==> src/rtl/cwsn_pkg.sv <==
// shared types, character codes and helpers for the code word string normalizer
package cwsn_pkg;

  localparam int unsigned ResMax = 3;
  localparam int unsigned CntW   = $clog2(ResMax + 1);

  localparam logic [7:0] ChNewline   = 8'h0A;
  localparam logic [7:0] ChComma     = 8'h2C;
  localparam logic [7:0] ChSemicolon = 8'h3B;
  localparam logic [7:0] ChSpace     = 8'h20;
  localparam logic [7:0] ChZero      = 8'h30;

  typedef struct packed {
    logic [7:0] out_char;
    logic       char_valid;
    logic       end_of_string;
  } res_t;

  typedef res_t [ResMax-1:0] res_vec_t;

  typedef struct packed {
    logic had_output;
    logic space_pending;
    logic at_word_start;
    logic zero_pending;
  } state_t;

  localparam state_t StateReset = '{
    had_output:    1'b0,
    space_pending: 1'b0,
    at_word_start: 1'b1,
    zero_pending:  1'b0
  };

  function automatic logic is_delim(input logic [7:0] ch);
    is_delim = (ch == ChNewline) || (ch == ChComma) ||
               (ch == ChSemicolon) || (ch == ChSpace);
  endfunction

  function automatic res_vec_t put_res(input res_vec_t vec, input logic [CntW-1:0] cnt,
                                       input res_t r);
    res_vec_t v;
    v = vec;
    for (int k = 0; k < ResMax; k++) begin
      if (cnt == CntW'(k)) begin
        v[k] = r;
      end
    end
    put_res = v;
  endfunction

endpackage

==> src/rtl/cwsn_step.sv <==
// per-word decision logic: result list and next state for one character
module cwsn_step (
  input  logic [7:0]                       char_i,
  input  logic                             final_i,
  input  cwsn_pkg::state_t                 st_i,
  output cwsn_pkg::res_vec_t               res_o,
  output logic [cwsn_pkg::CntW-1:0]        cnt_o,
  output cwsn_pkg::state_t                 st_o
);
  import cwsn_pkg::*;

  always_comb begin
    state_t           s;
    res_vec_t         v;
    logic [CntW-1:0]  n;
    res_t             r;
    s = st_i;
    v = '0;
    n = '0;
    r = '0;

    if (is_delim(char_i)) begin
      // close word: flush a held zero after any pending space, then mark a space pending once output exists
      if (s.zero_pending) begin
        if (s.space_pending) begin
          r = '{out_char: ChSpace, char_valid: 1'b1, end_of_string: 1'b0};
          v = put_res(v, n, r);
          n = n + 1'b1;
          s.space_pending = 1'b0;
        end
        r = '{out_char: ChZero, char_valid: 1'b1, end_of_string: 1'b0};
        v = put_res(v, n, r);
        n = n + 1'b1;
        s.had_output   = 1'b1;
        s.zero_pending = 1'b0;
      end
      s.at_word_start = 1'b1;
      if (s.had_output) begin
        s.space_pending = 1'b1;
      end
    end else if (s.at_word_start && (char_i == ChZero)) begin
      s.zero_pending = 1'b1;
    end else begin
      if (s.space_pending) begin
        r = '{out_char: ChSpace, char_valid: 1'b1, end_of_string: 1'b0};
        v = put_res(v, n, r);
        n = n + 1'b1;
        s.space_pending = 1'b0;
      end
      r = '{out_char: char_i, char_valid: 1'b1, end_of_string: 1'b0};
      v = put_res(v, n, r);
      n = n + 1'b1;
      s.had_output    = 1'b1;
      s.zero_pending  = 1'b0;
      s.at_word_start = 1'b0;
    end

    if (final_i) begin
      if (s.zero_pending) begin
        if (s.space_pending) begin
          r = '{out_char: ChSpace, char_valid: 1'b1, end_of_string: 1'b0};
          v = put_res(v, n, r);
          n = n + 1'b1;
        end
        r = '{out_char: ChZero, char_valid: 1'b1, end_of_string: 1'b0};
        v = put_res(v, n, r);
        n = n + 1'b1;
      end
      r = '{out_char: 8'h00, char_valid: 1'b0, end_of_string: 1'b1};
      v = put_res(v, n, r);
      n = n + 1'b1;
      s = StateReset;
    end

    res_o = v;
    cnt_o = n;
    st_o  = s;
  end

endmodule

==> src/rtl/cwsn_outbuf.sv <==
// result register holding the results of one word, drained one per cycle while out_ready_i is high
module cwsn_outbuf (
  input  logic                       clk_i,
  input  logic                       rst_ni,
  input  logic                       load_i,
  input  cwsn_pkg::res_vec_t         res_i,
  input  logic [cwsn_pkg::CntW-1:0]  cnt_i,
  output logic                       free_o,
  output logic                       out_valid_o,
  input  logic                       out_ready_i,
  output logic [7:0]                 out_char_o,
  output logic                       char_valid_o,
  output logic                       end_of_string_o
);
  import cwsn_pkg::*;

  res_vec_t        buf_q;
  logic [CntW-1:0] cnt_q, cnt_d;
  logic [CntW-1:0] idx_q, idx_d;
  logic            take;
  logic            last_take;
  res_t            head;

  assign out_valid_o = (idx_q != cnt_q);
  assign take        = out_valid_o && out_ready_i;
  assign last_take   = take && ((idx_q + 1'b1) == cnt_q);
  assign free_o      = !out_valid_o || last_take;

  always_comb begin
    head = '0;
    for (int k = 0; k < ResMax; k++) begin
      if (idx_q == CntW'(k)) begin
        head = buf_q[k];
      end
    end
  end

  assign out_char_o      = head.out_char;
  assign char_valid_o    = head.char_valid;
  assign end_of_string_o = head.end_of_string;

  always_comb begin
    cnt_d = cnt_q;
    idx_d = idx_q;
    if (load_i) begin
      cnt_d = cnt_i;
      idx_d = '0;
    end else if (take) begin
      idx_d = idx_q + 1'b1;
    end
  end

  always_ff @(posedge clk_i or negedge rst_ni) begin
    if (!rst_ni) begin
      cnt_q <= '0;
      idx_q <= '0;
    end else begin
      cnt_q <= cnt_d;
      idx_q <= idx_d;
    end
  end

  always_ff @(posedge clk_i) begin
    if (load_i) begin
      buf_q <= res_i;
    end
  end

endmodule

==> src/rtl/code_word_string_normalizer.sv <==
// top level: input register, normalizer state and result register
// a word goes from the input register to the result register, which shows its first result
// throughput: one word per cycle while each word yields at most one result and the output is ready
// a word with two or three results holds back the next word until its last result is taken
// reset clears the input valid flag and the result count and index and returns to the start of a string
module code_word_string_normalizer (
  input  logic       clk_i,
  input  logic       rst_ni,
  input  logic       in_valid_i,
  output logic       in_ready_o,
  input  logic [7:0] in_char_i,
  input  logic       final_char_i,
  output logic       out_valid_o,
  input  logic       out_ready_i,
  output logic [7:0] out_char_o,
  output logic       char_valid_o,
  output logic       end_of_string_o
);
  import cwsn_pkg::*;

  logic            in_vld_q, in_vld_d;
  logic [7:0]      char_q;
  logic            final_q;
  state_t          st_q, st_d;
  res_vec_t        res;
  logic [CntW-1:0] cnt;
  state_t          st_next;
  logic            free;
  logic            advance;
  logic            accept;

  cwsn_step u_step (
    .char_i  (char_q),
    .final_i (final_q),
    .st_i    (st_q),
    .res_o   (res),
    .cnt_o   (cnt),
    .st_o    (st_next)
  );

  assign advance    = in_vld_q && ((cnt == '0) || free);
  assign in_ready_o = !in_vld_q || advance;
  assign accept     = in_valid_i && in_ready_o;

  cwsn_outbuf u_outbuf (
    .clk_i           (clk_i),
    .rst_ni          (rst_ni),
    .load_i          (advance && (cnt != '0)),
    .res_i           (res),
    .cnt_i           (cnt),
    .free_o          (free),
    .out_valid_o     (out_valid_o),
    .out_ready_i     (out_ready_i),
    .out_char_o      (out_char_o),
    .char_valid_o    (char_valid_o),
    .end_of_string_o (end_of_string_o)
  );

  always_comb begin
    in_vld_d = in_vld_q;
    st_d     = st_q;
    if (advance) begin
      st_d     = st_next;
      in_vld_d = 1'b0;
    end
    if (accept) begin
      in_vld_d = 1'b1;
    end
  end

  always_ff @(posedge clk_i or negedge rst_ni) begin
    if (!rst_ni) begin
      in_vld_q <= 1'b0;
      st_q     <= StateReset;
    end else begin
      in_vld_q <= in_vld_d;
      st_q     <= st_d;
    end
  end

  always_ff @(posedge clk_i) begin
    if (accept) begin
      char_q  <= in_char_i;
      final_q <= final_char_i;
    end
  end

endmodule
==> config.mk <==
export PLATFORM = sky130hd
export DESIGN_NAME = code_word_string_normalizer
export DESIGN_NICKNAME = d
export VERILOG_FILES = /design/src/rtl/cwsn_pkg.sv /design/src/rtl/cwsn_step.sv /design/src/rtl/cwsn_outbuf.sv /design/src/rtl/code_word_string_normalizer.sv
export SDC_FILE = /design/constraint.sdc
export NUM_CORES = 1
export LEC_CHECK = 0
export CORE_AREA = 2 2 87 89
export CTS_BUF_LIST = sky130_fd_sc_hd__clkbuf_4
export CTS_CLUSTER_DIAMETER = 100
export DETAILED_ROUTE_END_ITERATION = 8
export DIE_AREA = 0 0 89 91
export DONT_BUFFER_PORTS = 1
export SLEW_MARGIN = 20
export SYNTH_ARGS = -nofsm -noshare
export SYNTH_HDL_FRONTEND = slang
export SYNTH_SLANG_ARGS = --single-unit
==> constraint.sdc <==
create_clock -name clk_i -period 5.6 [get_ports clk_i]
set_input_delay 0.56 -clock clk_i [delete_from_list [all_inputs] [get_ports clk_i]]
set_output_delay 0.56 -clock clk_i [all_outputs]
set_load 0.05 [all_outputs]
Word-level counts from Yosys, hierarchy flattened
Cells that the tools add are included.
Cells by class
  reductions and logical operators: 25
  multiplexer cells: 54
  equal/unequal tests: 20
  add/sub/neg operators: 6
Operator list (count)
  $mux W30: 10
  $mux W10: 18
  $mux W2: 17
  $eq A8 B6 Y1 const B: 4
  $logic_not A2 Y1: 7
  $add A2 B1 Y2 const B: 6
  $eq A2 B1 Y1 const B: 6
  $eq A2 B2 Y1 const B: 6
  $eq A8 B4 Y1 const B: 1
  $mux W4: 2
  $mux W8: 1
  $logic_and A1 B1 Y1: 6
  $logic_or A1 B1 Y1: 6
  $reduce_bool A2 Y1: 3
  $mux W1: 5
  $mux W3: 1
  $ne A3 B2 Y1 const B: 1
  $eq A2 B2 Y1: 1
  $logic_not A1 Y1: 2
  $ne A2 B2 Y1: 1
  $reduce_and A2 Y1: 1
Word-level totals
  bits of input ports: 13
  output and inout port bits: 12
  register bits: 48

Depth between registers and ports, before layout
Gate-level depths: netlist of run 1.
  word-level depth: 23
  mapped depth: 17

Hierarchy
A second synthesis of run 1 with hierarchy kept.
Unflattened totals
  cells, all modules: 229
  area total of the unflattened synthesis: 2652.5 sq um
Modules (own cells, without submodules)
  cwsn_outbuf: sequential area each 1001.0 sq um, times used 1, area each 1358.8 sq um, cells an instance 92
  cwsn_step: sequential area each 0.0 sq um, times used 1, area each 782.0 sq um, cells an instance 110
  code_word_string_normalizer: sequential area each 396.6 sq um, times used 1, area each 511.7 sq um, cells an instance 27

Least setup slack after synthesis of run 1
OpenSTA, ideal clock, no wires.
  kind: register to register
  start: register char_q[1]
  end: register char_q[0], enable pin
  library setup time: 0.389 ns
  path buffers: 1
  clock period less this slack: 4.646 ns
  data required time: 5.211 ns
  stages on the path, launching flop included: 17
  setup slack: 0.954 ns
  arrival time: 4.257 ns
  path through: edfxtp_1 -> or3b_1 -> or4_1 -> buf_6 -> nand3_2 -> ha_1 -> o21ai_0 -> and2_1 -> ha_1 -> o21ai_0 -> inv_1 -> ha_1 -> nand2_1 -> a211oi_2 -> or2_2 -> nor3_1 -> a21boi_0
Between the ends
  longest elaborated chain between the ends: 19
  elaborated cells between the ends (all ways): 28
  those cells by class: add/sub: 3; eq/ne: 5; mux: 11; reduce/logical: 9
Ends and longest elaborated chain
  from (decl): line code_word_string_normalizer.sv:22  | logic [7:0] char_q;
  from (signal assigned): line code_word_string_normalizer.sv:83  | char_q <= in_char_i;
  $eq A8 B4 Y1 / $eq A8 B6 Y1 (equally long branches): line cwsn_pkg.sv:36  | is_delim = (ch == ChNewline) || (ch == ChComma) ||
  $logic_or A1 B1 Y1 (2 in a row): line cwsn_pkg.sv:36
  $logic_or A1 B1 Y1: line cwsn_pkg.sv:37  | (ch == ChSemicolon) || (ch == ChSpace);
  $mux W2: line cwsn_step.sv:22  | if (is_delim(char_i)) begin
  $add A2 B1 Y2: line cwsn_step.sv:63  | n = n + 1'b1;
  $mux W2: line cwsn_step.sv:60  | if (s.space_pending) begin
  $mux W2: line cwsn_step.sv:59  | if (s.zero_pending) begin
  $mux W2: line cwsn_step.sv:58  | if (final_i) begin
  (+3 left out)
  $add A2 B1 Y2: line cwsn_step.sv:71  | n = n + 1'b1;
  $mux W2 *: line cwsn_step.sv:58
  $logic_not A2 Y1 *: line code_word_string_normalizer.sv:41  | assign advance = in_vld_q && ((cnt == '0) || free);
  $logic_or A1 B1 Y1 *: line code_word_string_normalizer.sv:41
  $logic_and A1 B1 Y1 *: line code_word_string_normalizer.sv:41
  $logic_or A1 B1 Y1 *: line code_word_string_normalizer.sv:42  | assign in_ready_o = !in_vld_q || advance;
  $logic_and A1 B1 Y1 *: line code_word_string_normalizer.sv:43  | assign accept = in_valid_i && in_ready_o;
  via accept: line code_word_string_normalizer.sv:30  | logic accept;
Mark *: on every way through the listed nets, which the timed path passes. The rest lies on a longest branch. The select of a mux whose other input is x is not followed.
A chain may end at the register's enable or synchronous reset.

Worst setup path after layout of run 1
  start: register char_q[1]
  end: output port in_ready_o
Between the ends
  longest elaborated chain between the ends: 18
  elaborated cells between the ends (all ways): 27
  those cells by class: add/sub: 3; eq/ne: 5; mux: 11; reduce/logical: 8
Ends and longest elaborated chain
  $eq A8 B4 Y1 / $eq A8 B6 Y1 (equally long branches): line cwsn_pkg.sv:36
  $logic_or A1 B1 Y1 (2 in a row): line cwsn_pkg.sv:36
  $logic_or A1 B1 Y1: line cwsn_pkg.sv:37
  $mux W2: line cwsn_step.sv:22
  $add A2 B1 Y2: line cwsn_step.sv:63
  $mux W2: line cwsn_step.sv:60
  $mux W2: line cwsn_step.sv:59
  $mux W2: line cwsn_step.sv:58
  $add A2 B1 Y2: line cwsn_step.sv:67  | n = n + 1'b1;
  $mux W2: line cwsn_step.sv:59
  $mux W2: line cwsn_step.sv:58
  $add A2 B1 Y2: line cwsn_step.sv:71
  $mux W2 *: line cwsn_step.sv:58
  $logic_not A2 Y1 *: line code_word_string_normalizer.sv:41
  $logic_or A1 B1 Y1 *: line code_word_string_normalizer.sv:41
  $logic_and A1 B1 Y1 *: line code_word_string_normalizer.sv:41
  $logic_or A1 B1 Y1 *: line code_word_string_normalizer.sv:42
  to (decl): line code_word_string_normalizer.sv:10  | output logic in_ready_o,
Every way passes the cells marked *; elsewhere a longest branch is shown, timed or not. The select of a mux whose other input is x is not followed.

==> metrics.txt, run 1 <==
busiest metal layer after global routing=met2; number of synthesis warnings=0; GRT met1 Usage=18.6%; count of standard-cell rows=31; weighted congestion at the end of routability-driven global placement=between 0.8 and 0.9; most instantiated library cell after synthesis=sky130_fd_sc_hd__edfxtp_1; WP depth=16; Pleak=1.03 nW; Layout area overhead=7.42%; cell count after synthesis=236; register area=1190 um^2; Max Fclk=197 MHz; core region area=7140 um^2; share of post-route cells with drive strength above 1=9.21%; final critical-path share of the clock period=between 90 and 100%; CP endpoint kind=output port; met3 track utilization from global routing=2.91%; largest incremental delay on the critical path=between 400 and 500 ps; RSZ-0062 raised after global routing=false; clock tree buffer depth=2; clock buffer count from CTS=5; post-CTS setup buffers=0; Residual DRC=0; sort of element at the start of the critical path=flip-flop; global-route wire length before repair=8.22 mm; Crit path arrival time=~4500 ps; die area=8100 um^2; outcome=finished, final reports clean; die span in y=between 90 and 100 um; total number of vias=1,683; final setup skew=8.26 ps; accumulated negative setup slack=0 ps; placed standard-cell area=between 2000 and 3000 um^2; Clk pin slew, worst setup/hold paths=120 ps; router iterations before antenna repair=5; number of cell instances on the worst register-to-register path=17; required time at the endpoint of the critical path=5040 ps; sequential cell area fraction in the yosys report=49.2%; starting density of the core=33.8%; number of endpoints with negative hold slack in the final report=0; remaining number of nets flagged by the antenna check after routing=0; Clock Root Buffer=sky130_fd_sc_hd__clkbuf_4; area share of the largest cell type after synthesis=39.8%; violation count after the first detailed-routing iteration=105; total gr overflow=0; dominant cells by area after synthesis=sky130_fd_sc_hd__edfxtp_1 40%, sky130_fd_sc_hd__dfrtp_1 8.3%, sky130_fd_sc_hd__ha_1 6.7%; most common flop cell mapped by yosys=sky130_fd_sc_hd__edfxtp_1; cell area after layout=2590 um^2; actual transition at the worst max-transition pin=1090 ps; count of buffering cells on the critical path with inverters included=2; CP Max Fanout=9; final number of max-transition violations=0; Critical Setup Path Class=reg2out; post-synth cell types=53; top cell family by delay on the critical path=simple AND/OR/NAND/NOR gates; Detail Placement HPWL=3.60 mm; fraction of registers with async set/reset=22.0%; Worst Hold Class=in2async; CTS tree=yes; cell accounting for the most synthesized area=sky130_fd_sc_hd__edfxtp_1; per-cell routed wire length=around 14 um; number of antenna cells inserted=0; Net count, final=roughly 260; Final Core Density=between 30% and 40%; Clock Latency Late Sink=approximately 340 ps; IO Count=25; EDFF count, synth=32; Synth Cell Area=2410 um^2; # clock sinks=41; GRT Total Usage=12.8%; CP cell instances=or3b_1, or4_1, buf_4, nand3_2, ha_1, o21ai_0, and2_1, ha_1, o21ai_0, inv_1, ha_1, nand2_1, a211oi_2, or2_2, nor3_2, nand2_2; Avg Synthesized Cell Area=10.2 um^2; number of flip-flops and latches in the synthesized netlist=a little over 40; most common library cells after synthesis=32 x sky130_fd_sc_hd__edfxtp_1, 26 x sky130_fd_sc_hd__nand2_1, 24 x sky130_fd_sc_hd__nor2_1; PwrDens=600 nW/um^2; Critical-path top delay cell=sky130_fd_sc_hd__or4_1; antenna violations before repair=0; number of nets produced by synthesis=262; MaxCap Viol Count=0; die extent in x=89 um; minimum period implied by the final worst setup slack=5080 ps; H-tree depth=2; via count normalized by instance count=between 4 and 5; largest net degree at the start of global routing=24; global-route track usage on met2=around a fifth; total length of routed wires=4.79 mm; worst vdd ir=0.211 mV; area used by multi-input combinational logic=1140 um^2; input/output buffers=0; Finish-stage setup viols=0; most repeated library cell on the critical path=sky130_fd_sc_hd__ha_1; Total Power Consumption=0.00155 W; via count of the first global-routing pass=1,673; headroom to the max-slew limit=27.4%; filler cell count=about 750
cells by family after synthesis:
group                    count (synthesis)  share of synthesized area [%]
AND/OR/NAND/NOR                         96                           21.3
AO/OA/AOI/OAI                           56                           15.9
flip-flops                              41                           49.2
buffers and inverters                   22                           3.84
adder cells (fa/ha/maj)                 13                           6.74
XOR/XNOR                                 6                           2.18
multiplexers                             2                          0.830
worst paths after layout:
kind	slack [ps]	start	end
min reg2reg	500	st_q[1]$_DFFE_PN1P_	st_q[1]$_DFFE_PN1P_
max	520	char_q[1]$_DFFE_PP_	in_ready_o
min in group clk_i	300	in_valid_i	in_vld_q$_DFFE_PN0P_
max reg2reg	880	char_q[1]$_DFFE_PP_	u_outbuf.buf_q[0]$_SDFFCE_PN0P_
max in group asynchronous	4770	rst_ni	in_vld_q$_DFFE_PN0P_
min	40	rst_ni	st_q[1]$_DFFE_PN1P_
power breakdown:
group | switching, W | internal [W]
Combinational | 0.000598 | 0.000207
Clock | 0.0000964 | 0.0000476
Sequential | 0.0000895 | 0.000516
state kept, by name, indices dropped and copies added, names as in the netlist:
name,count
st_q,4
u_outbuf.cnt_q,2
final_q,1
u_outbuf.buf_q,23
in_vld_q,1
char_q,8
u_outbuf.idx_q,2
through the flow:
stage	hold slack (ps)	instances	setup slack (ps)
CTS	25.4	338	295
floorplan	264	236	954
global route	6.03	338	117
finish	35.8	338	516
detailed placement	265	329	706
global placement	265	329	800
repair_timing:
item | CTS | global route
hold endpoints to repair | 8 | 0
resized for setup | 0 | 4
endpoints found under the setup margin | 0 | 1
hold buffers | 1 | 0
per-layer routing:
layer  part of all wire [%]  routed length, um
met5                      0                  0
met4                    1.3                 60
met3                    3.7                179
met2                     45               2170
met1                     50               2380
cell usage in the layout (no fill, tap or decap), types with 2 or more instances in the layout:
cell type,count
sky130_fd_sc_hd__buf_4,3
sky130_fd_sc_hd__inv_1,12
sky130_fd_sc_hd__nand3b_1,2
sky130_fd_sc_hd__nor2_1,24
sky130_fd_sc_hd__ha_1,13
sky130_fd_sc_hd__a31oi_1,3
sky130_fd_sc_hd__o21ai_0,6
sky130_fd_sc_hd__nand2_1,25
sky130_fd_sc_hd__o211ai_1,2
sky130_fd_sc_hd__edfxtp_1,32
sky130_fd_sc_hd__nor2b_1,2
sky130_fd_sc_hd__clkbuf_4,5
sky130_fd_sc_hd__nand3_1,3
sky130_fd_sc_hd__xor2_1,2
sky130_fd_sc_hd__a32oi_1,2
sky130_fd_sc_hd__a21oi_1,19
sky130_fd_sc_hd__and3_1,5
sky130_fd_sc_hd__nor3_1,5
sky130_fd_sc_hd__nor3b_1,3
sky130_fd_sc_hd__dfrtp_1,8
sky130_fd_sc_hd__a211oi_1,6
sky130_fd_sc_hd__o21ai_1,5
sky130_fd_sc_hd__xnor2_1,4
sky130_fd_sc_hd__and2_1,13
sky130_fd_sc_hd__mux2i_1,2
cell type report:
class,instances,share of cell area (%)
Clock buffer,5,1.45
Clock inverter,3,0.676
Inverter,13,1.88
Multi-Input combinational cell,173,44.1
Sequential cell,41,45.8
Tap cell,99,4.78
Timing Repair Buffer,4,1.26
(Power assumes the default switching activity.)
==> inputs of run 2 (changes only) <==
- CTS_BUF_LIST: sky130_fd_sc_hd__clkbuf_4 -> sky130_fd_sc_hd__clkbuf_4 sky130_fd_sc_hd__clkbuf_8
==> run 2 against run 1 <==
  * Critical path depth is the same
  * Final area grew 0.87%
  * Non-clock buffer count is the same
  * Sequential share of layout area shrank 0.39 points
  * Count of clock-buffer cells in the layout is the same
  * Largest cell class unchanged
  * Largest power group unchanged
  * Highest routed layer unchanged
==> metrics.txt, run 2 (synthesized netlist as in run 1, its figures left out) <==
outcome=finished, final reports clean; Max Fclk=195 MHz (-0.71%); total gr overflow=0 (unchanged); registers with the highest flip-flop counts=u_outbuf.buf_q (23), char_q (8), st_q (4); PwrDens=610 nW/um^2 (+1.7%); antenna violations before repair=0 (unchanged); die span in y=91 um (unchanged); core region area=7140 um^2 (unchanged); CP Max Fanout=9 (unchanged); count of standard-cell rows=31 (unchanged); Post-Place Worst Slack=706 ps (unchanged); sort of element at the start of the critical path=flip-flop; final setup skew=7.75 ps (-0.512 ps); Clk pin slew, worst setup/hold paths=80 ps (-40 ps); headroom to the max-slew limit=27.4% (about the same); count of buffering cells on the critical path with inverters included=2 (unchanged); Pleak=1.04 nW (+1.0%); Final Core Density=36.6% (+0.32 points); GRT Total Usage=12.8% (-0.074 points); global-route wire length before repair=8.20 mm (-0.16%); total number of vias=1,714 (+1.8%); minimum period implied by the final worst setup slack=5120 ps (+36.6 ps); violation count after the first detailed-routing iteration=120 (+14%); clock tree buffer depth=2 (unchanged); # clock sinks=41 (unchanged); leading cell type in the layout, fill and taps excluded=sky130_fd_sc_hd__edfxtp_1; Net count, final=264 (unchanged); final cell count without fillers=338 (unchanged); Finish-stage setup viols=0 (unchanged); CP cell instances=or3b_1, or4_1, buf_4, nand3_2, ha_1, o21ai_0, and2_1, ha_1, o21ai_0, inv_1, ha_1, nand2_1, a211oi_2, or2_2, nor3_1, nand2_2; most flop-heavy register=u_outbuf.buf_q; Worst Hold Class=in2async; final critical-path share of the clock period=91.4% (+0.65 points); input/output buffers=0 (unchanged); accumulated negative setup slack=0 ps (unchanged); commonest cells after routing, fill and taps aside=32 x sky130_fd_sc_hd__edfxtp_1, 25 x sky130_fd_sc_hd__nand2_1, 24 x sky130_fd_sc_hd__nor2_1; IO Count=25 (unchanged); via count normalized by instance count=5.07 (+1.8%); router iterations before antenna repair=4 (-1); total length of routed wires=4.80 mm (+0.21%); actual transition at the worst max-transition pin=1090 ps (+0.00542 ps); Residual DRC=0 (unchanged); number of flip-flops under the largest register name=23 (unchanged); remaining number of nets flagged by the antenna check after routing=0 (unchanged); via count of the first global-routing pass=1,689 (+0.96%); starting density of the core=33.8% (unchanged); Critical Setup Path Class=reg2out; per-cell routed wire length=14.2 um (+0.21%); Crit path arrival time=4560 ps (+40 ps); largest net degree at the start of global routing=24 (unchanged); CTS tree=yes; instance count after placement with tap cells included=329 (unchanged); H-tree depth=2 (unchanged); Layout area overhead=8.35%; CP endpoint kind=output port; Critical-path top delay cell=sky130_fd_sc_hd__or4_1; share of post-route cells with drive strength above 1=8.37% (-0.84 points); Clock Latency Late Sink=290 ps (-50 ps); Clock Root Buffer=sky130_fd_sc_hd__clkbuf_8; Detail Placement HPWL=3.60 mm (unchanged); die area=8100 um^2 (unchanged); worst vdd ir=0.193 mV (-8.4%); final number of max-transition violations=0 (unchanged); clock buffer count from CTS=5 (unchanged); most repeated library cell on the critical path=sky130_fd_sc_hd__ha_1; die extent in x=89 um (unchanged); MaxCap Viol Count=0 (unchanged); weighted congestion at the end of routability-driven global placement=0.856 (unchanged); RSZ-0062 raised after global routing=false; post-layout worst setup margin=479 ps (-36.6 ps); largest incremental delay on the critical path=480 ps (about the same); required time at the endpoint of the critical path=5040 ps (about the same); number of antenna cells inserted=0 (unchanged); top cell family by delay on the critical path=simple AND/OR/NAND/NOR gates; number of endpoints with negative hold slack in the final report=0 (unchanged)
## run 2: cell counts in the layout (fill, tap and decap cells not counted)
Identical to the previous run, type by type.
## run 2: metal layers
layer	global-route usage [%]	vias up	wire length (um)
li1	-	859	-
met1	18.5	797	2360
met2	19.2	51	2130
met3	2.27	7	222
met4	4.10	0	85
met5	0	-	0
## run 2: stage by stage
| stage | hold WS, ps | total power, W | instance area [um^2] |
|---|---|---|---|
| 4_1_cts | 95.8 | 0.00160 | 2610 |
| 5_1_grt | 87.9 | 0.00171 | 2610 |
| 2_1_floorplan | 264 | 0.00127 | 2410 |
| 3_3_place_gp | 265 | 0.00140 | 2510 |
| 6_report | 98.3 | 0.00159 | 2610 |
| 3_5_place_dp | 265 | 0.00142 | 2510 |
## run 2: report_power, final
group	switching (W)	total, W	internal, W	leakage (nW)
Sequential	0.0000892	0.000606	0.000517	0.407
Combinational	0.000596	0.000801	0.000205	0.587
Clock	0.000101	0.000188	0.0000861	0.0455
## run 2: final cells by class
class                   instances  area (um^2)
fillers                       743         4520
flip-flops and latches         41         1190
multi-input cells             173         1130
well taps                      99          124
clock buffers                   5         68.8
inverters                      13         48.8
repair buffers                  4         32.5
clock inverters                 3         17.5
## run 2: final timing paths
kind / depth (start not counted) / from / to / slack, ps
setup reg to reg: 17 / char_q[1]$_DFFE_PP_ / u_outbuf.buf_q[0]$_SDFFCE_PN0P_ / 900
max in group asynchronous: 1 / rst_ni / u_outbuf.idx_q[1]$_DFFE_PN0P_ / 4700
setup / recovery: 16 / char_q[1]$_DFFE_PP_ / in_ready_o / 480
hold / removal: 0 / rst_ni / st_q[1]$_DFFE_PN1P_ / 100
min in group clk_i: 0 / in_char_i[1] / char_q[1]$_DFFE_PP_ / 360
hold reg to reg: 1 / st_q[1]$_DFFE_PN1P_ / st_q[1]$_DFFE_PN1P_ / 500
## run 2: timing repair
item,CTS,global route
buffers inserted,0,0
endpoints found under the hold margin,8,0
endpoints found under the setup margin,0,1
resized for setup,0,2
hold buffers,1,0
## run 2: worst reg2reg max path, delay by kind of cell (launching register included)
family | cells | cell delay (ps)
AND/OR/NAND/NOR | 8 | 2060
adder cells (fa/ha/maj) | 3 | 790
buffers and inverters | 3 | 590
AO/OA/AOI/OAI | 3 | 480
flip-flops | 1 | 440
